[config.mk]
export PLATFORM = sky130hd
export DESIGN_NAME = sorted_keyed_record_table
export DESIGN_NICKNAME = d
export VERILOG_FILES = /design/src/design/skrt_pkg.sv /design/src/design/sorted_keyed_record_table.sv /design/src/design/skrt_div.sv /design/src/design/skrt_store.sv
export VERILOG_INCLUDE_DIRS = /design/src /design/src/design
export SDC_FILE = /design/constraint.sdc
export NUM_CORES = 2
export LEC_CHECK = 0
export BUFFER_PORTS_ARGS = -buffer_cell sky130_fd_sc_hd__buf_4
export CAP_MARGIN = 20
export CORE_MARGIN = 8
export CORE_UTILIZATION = 50
export CTS_CLUSTER_DIAMETER = 40
export DETAILED_ROUTE_END_ITERATION = 6
export PLACE_DENSITY = 0.77
export SLEW_MARGIN = 0
export SYNTH_ARGS = -nofsm -noshare
export SYNTH_HDL_FRONTEND = slang
export SYNTH_SLANG_ARGS = --single-unit
[constraint.sdc]
create_clock -name clk_i -period 18.3 [get_ports clk_i]
set_input_delay 3.66 -clock clk_i [delete_from_list [all_inputs] [get_ports clk_i]]
set_output_delay 3.66 -clock clk_i [all_outputs]
set_load 0.05 [all_outputs]
[src/design/sorted_keyed_record_table_assert.svh]
// ----------------------------------------------------------------------------
// sorted keyed record table: assertion macros
// shared property forms for the table's concurrent checks
// ----------------------------------------------------------------------------
`ifndef SORTED_KEYED_RECORD_TABLE_ASSERT_SVH
`define SORTED_KEYED_RECORD_TABLE_ASSERT_SVH

// same-cycle implication, disabled during reset
`define SKRT_ASSERT_IMP(lbl, ante, cons, msg) \
  lbl: assert property (@(posedge clk_i) disable iff (!rst_ni) (ante) |-> (cons)) \
    else $error(msg);

// next-cycle implication, disabled during reset
`define SKRT_ASSERT_NXT(lbl, ante, cons, msg) \
  lbl: assert property (@(posedge clk_i) disable iff (!rst_ni) (ante) |=> (cons)) \
    else $error(msg);

`endif

[src/design/skrt_pkg.sv]
// ----------------------------------------------------------------------------
// skrt_pkg
// types, codes and widths shared by the sorted keyed record table
// ----------------------------------------------------------------------------
`default_nettype none

package skrt_pkg;

  localparam int unsigned CAPACITY_DEF = 16;

  // field widths
  localparam int unsigned YEAR_W  = 16;
  localparam int unsigned AREA_W  = 20;
  localparam int unsigned SACKS_W = 24;
  localparam int unsigned PRICE_W = 20;
  localparam int unsigned VAL_W   = 40;

  // value per hectare arithmetic
  localparam int unsigned PROD_W  = PRICE_W + SACKS_W;
  localparam int unsigned SCALE_W = 7;
  localparam int unsigned NUM_W   = PROD_W + SCALE_W;
  localparam int unsigned SCALE   = 100;
  localparam int unsigned DCNT_W  = $clog2(NUM_W + 1);

  // command codes
  localparam logic [1:0] CMD_INSERT = 2'd0;
  localparam logic [1:0] CMD_DELETE = 2'd1;
  localparam logic [1:0] CMD_DUMP   = 2'd2;

  // status codes
  localparam logic [2:0] STAT_OK      = 3'd0;
  localparam logic [2:0] STAT_DUP     = 3'd1;
  localparam logic [2:0] STAT_MISSING = 3'd2;
  localparam logic [2:0] STAT_FULL    = 3'd3;
  localparam logic [2:0] STAT_EMPTY   = 3'd4;

  typedef struct packed {
    logic [1:0]         cmd;
    logic [YEAR_W-1:0]  year;
    logic [AREA_W-1:0]  area_hundredths;
    logic [SACKS_W-1:0] sack_count;
    logic [PRICE_W-1:0] sack_price_cents;
  } req_t;

  typedef struct packed {
    logic [2:0]         status;
    logic [YEAR_W-1:0]  out_year;
    logic [AREA_W-1:0]  out_area;
    logic [SACKS_W-1:0] out_sacks;
    logic [PRICE_W-1:0] out_price;
    logic [VAL_W-1:0]   value_per_area;
    logic               last;
  } res_t;

  typedef struct packed {
    logic [YEAR_W-1:0]  year;
    logic [AREA_W-1:0]  area;
    logic [SACKS_W-1:0] sacks;
    logic [PRICE_W-1:0] price;
    logic [VAL_W-1:0]   value;
  } rec_t;

  typedef enum logic [3:0] {
    S_IDLE,
    S_SRCH,
    S_CMP,
    S_PLACE,
    S_SHCHK,
    S_SHRD,
    S_SHWR,
    S_FINISH,
    S_DUMP_RD,
    S_DUMP_OUT
  } state_e;

endpackage

`default_nettype wire

[src/design/sorted_keyed_record_table.sv]
// ----------------------------------------------------------------------------
// sorted_keyed_record_table
// harvest records kept in ascending year order, unique years
// ----------------------------------------------------------------------------
// A request is taken when start_i is high and busy_o is low; busy_o then stays
// high until the request is finished. Insert (cmd 0) and delete (cmd 1) give
// one result; dump (cmd 2) gives one result per stored record, the last one
// flagged, or a single table-empty result. Command 3 is dropped silently.
// Each result sits on res_o for one cycle with res_valid_o high; the receiver
// cannot hold it off, and none is repeated.
// Course of each command after the accepting edge:
//   insert: the result waits in S_FINISH until the value unit (product,
//           scale, quotient bits) is done; the search and the shift run
//           beside it
//   delete: the search runs to the match, or to the end when missing; when
//           found, each record behind it moves one place towards the gap
//   dump:   each record is read, then put out; an empty table answers in the
//           cycle after the request and busy_o never rises
// Reset empties the table; the memory itself is not cleared and needs no
// clearing pass, since only entries below the count are ever used.
// ----------------------------------------------------------------------------
`default_nettype none

module sorted_keyed_record_table
  import skrt_pkg::*;
#(
  parameter int unsigned CAPACITY = CAPACITY_DEF
) (
  input  logic clk_i,
  input  logic rst_ni,
  input  logic start_i,
  input  req_t req_i,
  output logic busy_o,
  output logic res_valid_o,
  output res_t res_o
);

  `include "sorted_keyed_record_table_assert.svh"

  localparam int unsigned AW = $clog2(CAPACITY);
  localparam int unsigned CW = $clog2(CAPACITY + 1);

  state_e         state_q, state_d;
  req_t           req_q, req_d;
  logic [CW-1:0]  idx_q, idx_d;
  logic [CW-1:0]  pos_q, pos_d;
  logic [CW-1:0]  cnt_q, cnt_d;
  logic [2:0]     stat_q, stat_d;
  rec_t           hold_q, hold_d;
  res_t           res_q, res_d;
  logic           res_valid_q, res_valid_d;

  logic           accept, is_ins, last_rec;
  logic [CW-1:0]  idx_inc, idx_dec, sh_src;
  logic           mem_we;
  logic [AW-1:0]  mem_waddr, mem_raddr;
  rec_t           mem_wdata, mem_rdata;
  logic           div_start, div_busy;
  logic [VAL_W-1:0] div_value;

  assign accept   = start_i && (state_q == S_IDLE);
  assign is_ins   = (req_q.cmd == CMD_INSERT);
  assign idx_inc  = idx_q + 1'b1;
  assign idx_dec  = idx_q - 1'b1;
  assign sh_src   = is_ins ? idx_dec : idx_inc;
  assign last_rec = (idx_inc == cnt_q);

  // record memory
  skrt_store #(
    .DEPTH (CAPACITY)
  ) u_store (
    .clk_i   (clk_i),
    .we_i    (mem_we),
    .waddr_i (mem_waddr),
    .wdata_i (mem_wdata),
    .raddr_i (mem_raddr),
    .rdata_o (mem_rdata)
  );

  // value unit, used by inserts
  skrt_div u_div (
    .clk_i   (clk_i),
    .rst_ni  (rst_ni),
    .start_i (div_start),
    .area_i  (req_i.area_hundredths),
    .sacks_i (req_i.sack_count),
    .price_i (req_i.sack_price_cents),
    .busy_o  (div_busy),
    .value_o (div_value)
  );

  // next state
  always_comb begin
    state_d = state_q;
    unique case (state_q)
      S_IDLE: begin
        if (accept) begin
          case (req_i.cmd)
            CMD_INSERT, CMD_DELETE: state_d = S_SRCH;
            CMD_DUMP:               state_d = (cnt_q == '0) ? S_IDLE : S_DUMP_RD;
            default:                state_d = S_IDLE;
          endcase
        end
      end
      S_SRCH: begin
        if (idx_q == cnt_q) begin
          state_d = is_ins ? S_PLACE : S_FINISH;
        end else begin
          state_d = S_CMP;
        end
      end
      S_CMP: begin
        if (is_ins) begin
          if (mem_rdata.year < req_q.year) begin
            state_d = S_SRCH;
          end else if (mem_rdata.year == req_q.year) begin
            state_d = S_FINISH;
          end else begin
            state_d = S_PLACE;
          end
        end else begin
          state_d = (mem_rdata.year == req_q.year) ? S_SHCHK : S_SRCH;
        end
      end
      S_PLACE: begin
        state_d = (cnt_q == CW'(CAPACITY)) ? S_FINISH : S_SHCHK;
      end
      S_SHCHK: begin
        if (is_ins) begin
          state_d = (idx_q == pos_q) ? S_FINISH : S_SHRD;
        end else begin
          state_d = last_rec ? S_FINISH : S_SHRD;
        end
      end
      S_SHRD:     state_d = S_SHWR;
      S_SHWR:     state_d = S_SHCHK;
      S_FINISH: begin
        if (!(is_ins && div_busy)) begin
          state_d = S_IDLE;
        end
      end
      S_DUMP_RD:  state_d = S_DUMP_OUT;
      S_DUMP_OUT: state_d = last_rec ? S_IDLE : S_DUMP_RD;
      default:    state_d = S_IDLE;
    endcase
  end

  // datapath and memory control
  always_comb begin
    req_d       = req_q;
    idx_d       = idx_q;
    pos_d       = pos_q;
    cnt_d       = cnt_q;
    stat_d      = stat_q;
    hold_d      = hold_q;
    res_d       = res_q;
    res_valid_d = 1'b0;
    mem_we      = 1'b0;
    mem_waddr   = idx_q[AW-1:0];
    mem_wdata   = mem_rdata;
    mem_raddr   = (state_q == S_SHRD) ? sh_src[AW-1:0] : idx_q[AW-1:0];
    div_start   = 1'b0;
    unique case (state_q)
      S_IDLE: begin
        if (accept) begin
          req_d  = req_i;
          idx_d  = '0;
          stat_d = STAT_OK;
          hold_d = '{year: req_i.year, area: '0, sacks: '0, price: '0, value: '0};
          if (req_i.cmd == CMD_INSERT) begin
            div_start    = 1'b1;
            hold_d.area  = req_i.area_hundredths;
            hold_d.sacks = req_i.sack_count;
            hold_d.price = req_i.sack_price_cents;
          end
          // empty dump answers straight from idle
          if (req_i.cmd == CMD_DUMP && cnt_q == '0) begin
            res_valid_d = 1'b1;
            res_d = '{status: STAT_EMPTY, out_year: req_i.year, out_area: '0,
                      out_sacks: '0, out_price: '0, value_per_area: '0, last: 1'b1};
          end
        end
      end
      S_SRCH: begin
        if (idx_q == cnt_q && !is_ins) begin
          stat_d = STAT_MISSING;
        end
      end
      S_CMP: begin
        if (is_ins) begin
          if (mem_rdata.year < req_q.year) begin
            idx_d = idx_inc;
          end else if (mem_rdata.year == req_q.year) begin
            stat_d = STAT_DUP;
          end
        end else if (mem_rdata.year == req_q.year) begin
          hold_d = mem_rdata;
        end else begin
          idx_d = idx_inc;
        end
      end
      S_PLACE: begin
        if (cnt_q == CW'(CAPACITY)) begin
          stat_d = STAT_FULL;
        end else begin
          pos_d = idx_q;
          idx_d = cnt_q;
        end
      end
      S_SHWR: begin
        // move one record one place towards the gap
        mem_we = 1'b1;
        idx_d  = sh_src;
      end
      S_FINISH: begin
        if (!(is_ins && div_busy)) begin
          res_valid_d = 1'b1;
          res_d = '{status: stat_q, out_year: req_q.year, out_area: hold_q.area,
                    out_sacks: hold_q.sacks, out_price: hold_q.price,
                    value_per_area: is_ins ? div_value : hold_q.value, last: 1'b1};
          if (stat_q == STAT_OK) begin
            if (is_ins) begin
              mem_we    = 1'b1;
              mem_waddr = pos_q[AW-1:0];
              mem_wdata = '{year: req_q.year, area: req_q.area_hundredths,
                            sacks: req_q.sack_count, price: req_q.sack_price_cents,
                            value: div_value};
              cnt_d     = cnt_q + 1'b1;
            end else begin
              cnt_d = cnt_q - 1'b1;
            end
          end
        end
      end
      S_DUMP_OUT: begin
        res_valid_d = 1'b1;
        res_d = '{status: STAT_OK, out_year: mem_rdata.year, out_area: mem_rdata.area,
                  out_sacks: mem_rdata.sacks, out_price: mem_rdata.price,
                  value_per_area: mem_rdata.value, last: last_rec};
        idx_d = idx_inc;
      end
      default: begin
      end
    endcase
  end

  // control registers
  always_ff @(posedge clk_i or negedge rst_ni) begin
    if (!rst_ni) begin
      state_q     <= S_IDLE;
      cnt_q       <= '0;
      res_valid_q <= 1'b0;
    end else begin
      state_q     <= state_d;
      cnt_q       <= cnt_d;
      res_valid_q <= res_valid_d;
    end
  end

  // payload registers
  always_ff @(posedge clk_i) begin
    req_q  <= req_d;
    idx_q  <= idx_d;
    pos_q  <= pos_d;
    stat_q <= stat_d;
    hold_q <= hold_d;
    res_q  <= res_d;
  end

  assign busy_o      = (state_q != S_IDLE);
  assign res_valid_o = res_valid_q;
  assign res_o       = res_q;

  // checks
  `SKRT_ASSERT_IMP(a_cnt_in_range, 1'b1, cnt_q <= CW'(CAPACITY),
    "record count above capacity")
  `SKRT_ASSERT_IMP(a_cnt_moves_with_result, cnt_q != $past(cnt_q), res_valid_q,
    "record count changed without a result")
  `SKRT_ASSERT_IMP(a_div_free_on_start, div_start, !div_busy,
    "value unit started while still working")
  `SKRT_ASSERT_NXT(a_write_in_table, mem_we && state_q == S_SHWR, idx_q < CW'(CAPACITY),
    "shift walked outside the table")

endmodule

`default_nettype wire

[src/design/skrt_div.sv]
// ----------------------------------------------------------------------------
// skrt_div
// value per hectare unit: price * sacks * 100 / area, one quotient bit a cycle
// ----------------------------------------------------------------------------
`default_nettype none

module skrt_div
  import skrt_pkg::*;
(
  input  logic               clk_i,
  input  logic               rst_ni,
  input  logic               start_i,
  input  logic [AREA_W-1:0]  area_i,
  input  logic [SACKS_W-1:0] sacks_i,
  input  logic [PRICE_W-1:0] price_i,
  output logic               busy_o,
  output logic [VAL_W-1:0]   value_o
);

  logic              busy_q, pre_q, zero_q;
  logic [DCNT_W-1:0] cnt_q;
  logic [PROD_W-1:0] prod_q;
  logic [NUM_W-1:0]  num_q;
  logic [AREA_W:0]   rem_q;
  logic [AREA_W-1:0] area_q;

  logic [AREA_W:0]   rem_sh;
  logic              ge;
  logic [AREA_W:0]   rem_nx;

  // one restoring step
  always_comb begin
    rem_sh = {rem_q[AREA_W-1:0], num_q[NUM_W-1]};
    ge     = rem_sh >= {1'b0, area_q};
    rem_nx = ge ? (rem_sh - {1'b0, area_q}) : rem_sh;
  end

  // control
  always_ff @(posedge clk_i or negedge rst_ni) begin
    if (!rst_ni) begin
      busy_q <= 1'b0;
      pre_q  <= 1'b0;
      cnt_q  <= '0;
    end else if (start_i) begin
      busy_q <= 1'b1;
      pre_q  <= 1'b1;
      cnt_q  <= DCNT_W'(NUM_W);
    end else if (pre_q) begin
      pre_q <= 1'b0;
    end else if (busy_q) begin
      cnt_q <= cnt_q - 1'b1;
      if (cnt_q == DCNT_W'(1)) begin
        busy_q <= 1'b0;
      end
    end
  end

  // datapath: product, scale, then quotient shifted into the numerator
  always_ff @(posedge clk_i) begin
    if (start_i) begin
      prod_q <= PROD_W'(price_i) * PROD_W'(sacks_i);
      area_q <= area_i;
      zero_q <= (area_i == '0);
    end else if (pre_q) begin
      num_q <= {{SCALE_W{1'b0}}, prod_q} * NUM_W'(SCALE);
      rem_q <= '0;
    end else if (busy_q) begin
      num_q <= {num_q[NUM_W-2:0], ge};
      rem_q <= rem_nx;
    end
  end

  // saturate at the top of the value field
  always_comb begin
    if (zero_q) begin
      value_o = '0;
    end else if (|num_q[NUM_W-1:VAL_W]) begin
      value_o = '1;
    end else begin
      value_o = num_q[VAL_W-1:0];
    end
  end

  assign busy_o = busy_q;

endmodule

`default_nettype wire

[src/design/skrt_store.sv]
// ----------------------------------------------------------------------------
// skrt_store
// record memory, one write and one registered read per cycle
// ----------------------------------------------------------------------------
`default_nettype none

module skrt_store
  import skrt_pkg::*;
#(
  parameter int unsigned DEPTH = CAPACITY_DEF,
  localparam int unsigned AW   = $clog2(DEPTH)
) (
  input  logic          clk_i,
  input  logic          we_i,
  input  logic [AW-1:0] waddr_i,
  input  rec_t          wdata_i,
  input  logic [AW-1:0] raddr_i,
  output rec_t          rdata_o
);

  rec_t mem [DEPTH];
  rec_t rdata_q;

  // write port
  always_ff @(posedge clk_i) begin
    if (we_i) begin
      mem[waddr_i] <= wdata_i;
    end
  end

  // read port
  always_ff @(posedge clk_i) begin
    rdata_q <= mem[raddr_i];
  end

  assign rdata_o = rdata_q;

endmodule

`default_nettype wire
==> out/results.tsv <==
metric	value	unit
synth_edf_count	2378	
vias	67620	
p_clk_share	22.8	%
combPwrFrac	48.0	%
switchingPower	10.95	mW
cts.clk_slew.worst_paths	60	ps
cts_resized	0	
drt-initial-drc-count	8004	
core-area	234700	um2
critical_path_arrival	10790	ps
start_util	50.17	%
min_path_type	reg -> reg	
fin_skew	138.9	ps
tightest_slew	1215	ps
fin_nets	8464	
layout-drive-gt1-share	20.43	%
async_reset_ff_share	0.7154	%
pwr-share-seq	29.2	%
via_per_inst	6.130	
synth-simple-area-share	5.722	%
maxCapViolations	0	
syn_area	117800	um2
dieWidth	501.3	um
muxShareOfSynthArea	11.98	%
grt_pass1_vias	71080	
min_period	10170	ps
overflow	0	
setup_viol	0	
grt_pass1_wl	454.4	mm
syn_to_final_growth	14.12	%
cts.hold.buffers_added	0	
critical_path.startpoint_type	input port	
end_kind	flip-flop	
outcome	complete, no violations	
ys.flop_type	edfxtp_1	
ant_nets	0	
dieArea	251300	um2
pin_count	211	
portBuffers	210	
drcViolationCount	0	
synth_top_area_share	60.63	%
clkLatencyLatePin	990	ps
synth_compound_area_share	3.885	%
stdcell_area	134400	um2
power_leakage	49.11	nW
totalNegativeSetupSlack	0	ps
dpl.hpwl	171.9	mm
drtPass1Iterations	7	
routedWlPerCell	28.00	um
postSynthAreaPerCell	16.17	um2
swShare	38.20	%
power.density	213.3	nW/um2
synth_top_family_by_area	multiplexers	
place.gp.congestion	0.8767	
wirelength	308.9	mm
grt_max_degree	151	
hold_violations	0	
path_class	in -> reg	
cts_sinks	2516	
synth_warnings	0	
synthTopCellsByArea	edfxtp_1 (61%), mux4_2 (11%), fa_1 (7.4%)	
ys_seq_area_share	63.05	%
p_int	17.72	mW
cts_made_buffers	336	
post_cts.repair.setup_buffers	0	
fmax	0.09831	GHz
cts_tree	yes	
synth_nets	8133	
final_max_slew_viol_count	0	
synth_top_area_cell	edfxtp_1	
synth.most_common_cell	edfxtp_1	
yosys_register_bits	2516	
antenna_found_initial	6	
ir_drop	0.4385	mV
critPathRequiredTime	18920	ps
grtUsageTotal	24.12	%
fin_crit_sh	55.59	%
synth_fa_ha_area_share	10.90	%
fillers	17150	
placed_cell_area	123200	um2
synth_xor_area_share	0.8626	%
synthCells	7282	
htreeDepth	5	
synth_commonest_cells	edfxtp_1 (2378), nand2_1 (737), inv_1 (706)	
cts.path.max_buffers	4	
cts-root-buf	clkbuf_16	
crit_fanout	26	
ys_types	79	
rsz0062_at_grt	false	
slew_headroom	18.99	%
num_rows	178	
die_h	501.3	um
[flip-flops by register name (all words and copies together), names as in the netlist, 2 cells and up]
name,count
u_store.mem,1920
res_o,124
u_store.rdata_o,120
hold_q,104
req_q,82
u_div.num_q,51
u_div.prod_q,44
u_div.area_q,20
u_div.rem_q,20
u_div.cnt_q,6
cnt_q,5
idx_q,5
pos_q,5
state_q,4
stat_q,2
[per-stage QoR]
step / utilization, % / hold WS (ps) / power [mW] / std cells / worst slack [ps]
after detailed placement: 52.49 / 513.9 / 22.11 / 10430 / 7276
after CTS: 57.25 / 530.8 / 28.78 / 11030 / 8212
after global placement: 52.48 / 507.0 / 21.84 / 10420 / 7434
final: 57.26 / 520.1 / 28.67 / 11030 / 8128
after global routing: 57.25 / 534.3 / 30.22 / 11030 / 7878
after floorplan: - / 424.4 / 18.39 / 7282 / 7990
[layout make-up]
type,instances,area (um2),area share [%]
antenna,4,10.01,0.007447
clock buffer,383,8782,6.534
clock inverter,219,2397,1.784
inverter,709,2666,1.984
multi-input combinational,3684,39550,29.43
sequential,2516,74270,55.26
tap,3150,3941,2.932
timing repair buffer,366,2790,2.076
[power groups by stage]
stage               combinational, mW  clock, mW  sequential [mW]
floorplan                        9.95          0             8.44
finish                           13.8       6.52             8.38
global route                     15.0       6.82             8.42
detailed placement               13.6          0             8.47
CTS                              13.8       6.59             8.37
global placement                 13.4          0             8.45
[placed cells by master, fill, tap and decap left out, types with 34 or more instances in the layout]
cell and count:
and3_1 58, inv_1 704, fa_1 433, edfxtp_1 2378
xor2_1 34, a21oi_1 159, mux2_2 37, inv_6 44
mux4_2 600, clkbuf_16 342, nor3_1 65, nor2_1 152
o31ai_1 45, nand3_1 43, ha_1 333, o21ai_0 175
clkbuf_1 34, nand2_1 736, dfxtp_1 120, and2_1 272
xnor2_1 79, buf_4 359, clkinv_2 40, clkinvlp_4 36
a22o_1 66, a21o_1 67
[worst max-delay path, cell delays in order]
cell and delay, ps:
buf_4 310, and2_1 210, fa_1 450, fa_1 510
inv_1 50, fa_1 470, inv_1 60, fa_1 510
inv_1 60, fa_1 530, inv_1 50, fa_1 470
inv_1 50, fa_1 470, inv_1 40, ha_1 380
nand4_1 150, nor3_1 270, o31a_1 220, a21oi_1 150
o41ai_1 910, o21ai_0 340, o21ai_0 330, xor2_1 100
[worst paths after layout]
kind | start | to | slack, ps | cells after the start
setup reg to reg | state_q[2] | u_store.mem[6][26] | 12640 | 10
max in group asynchronous | rst_ni | cnt_q[3] | 15440 | 1
setup / recovery | req_i[3] | u_div.prod_q[41] | 8130 | 24
min in group asynchronous | rst_ni | cnt_q[1] | 2590 | 1
hold / removal | hold_q[90] | res_o[91] | 520 | 1
hold reg to reg | hold_q[90] | res_o[91] | 520 | 1
[cell families after synthesis]
logic type | count (synthesis)
XOR/XNOR | 116
flip-flops | 2516
buffers and inverters | 1082
AO/OA/AOI/OAI | 691
adder cells (fa/ha/maj) | 766
multiplexers | 655
AND/OR/NAND/NOR | 1456
[per-layer routing]
layer  global-route usage [%]  up-vias  part of all wire [%]  wire (um)
met1                    30.28    34750                    35     109400
met5                        0        -                     0          0
met2                    40.57     4288                    50     153300
li1                         -    27760                     -          -
met4                    10.86        0                   4.8      14770
met3                    5.152      829                    10      31350
(Power assumes the default switching activity.)
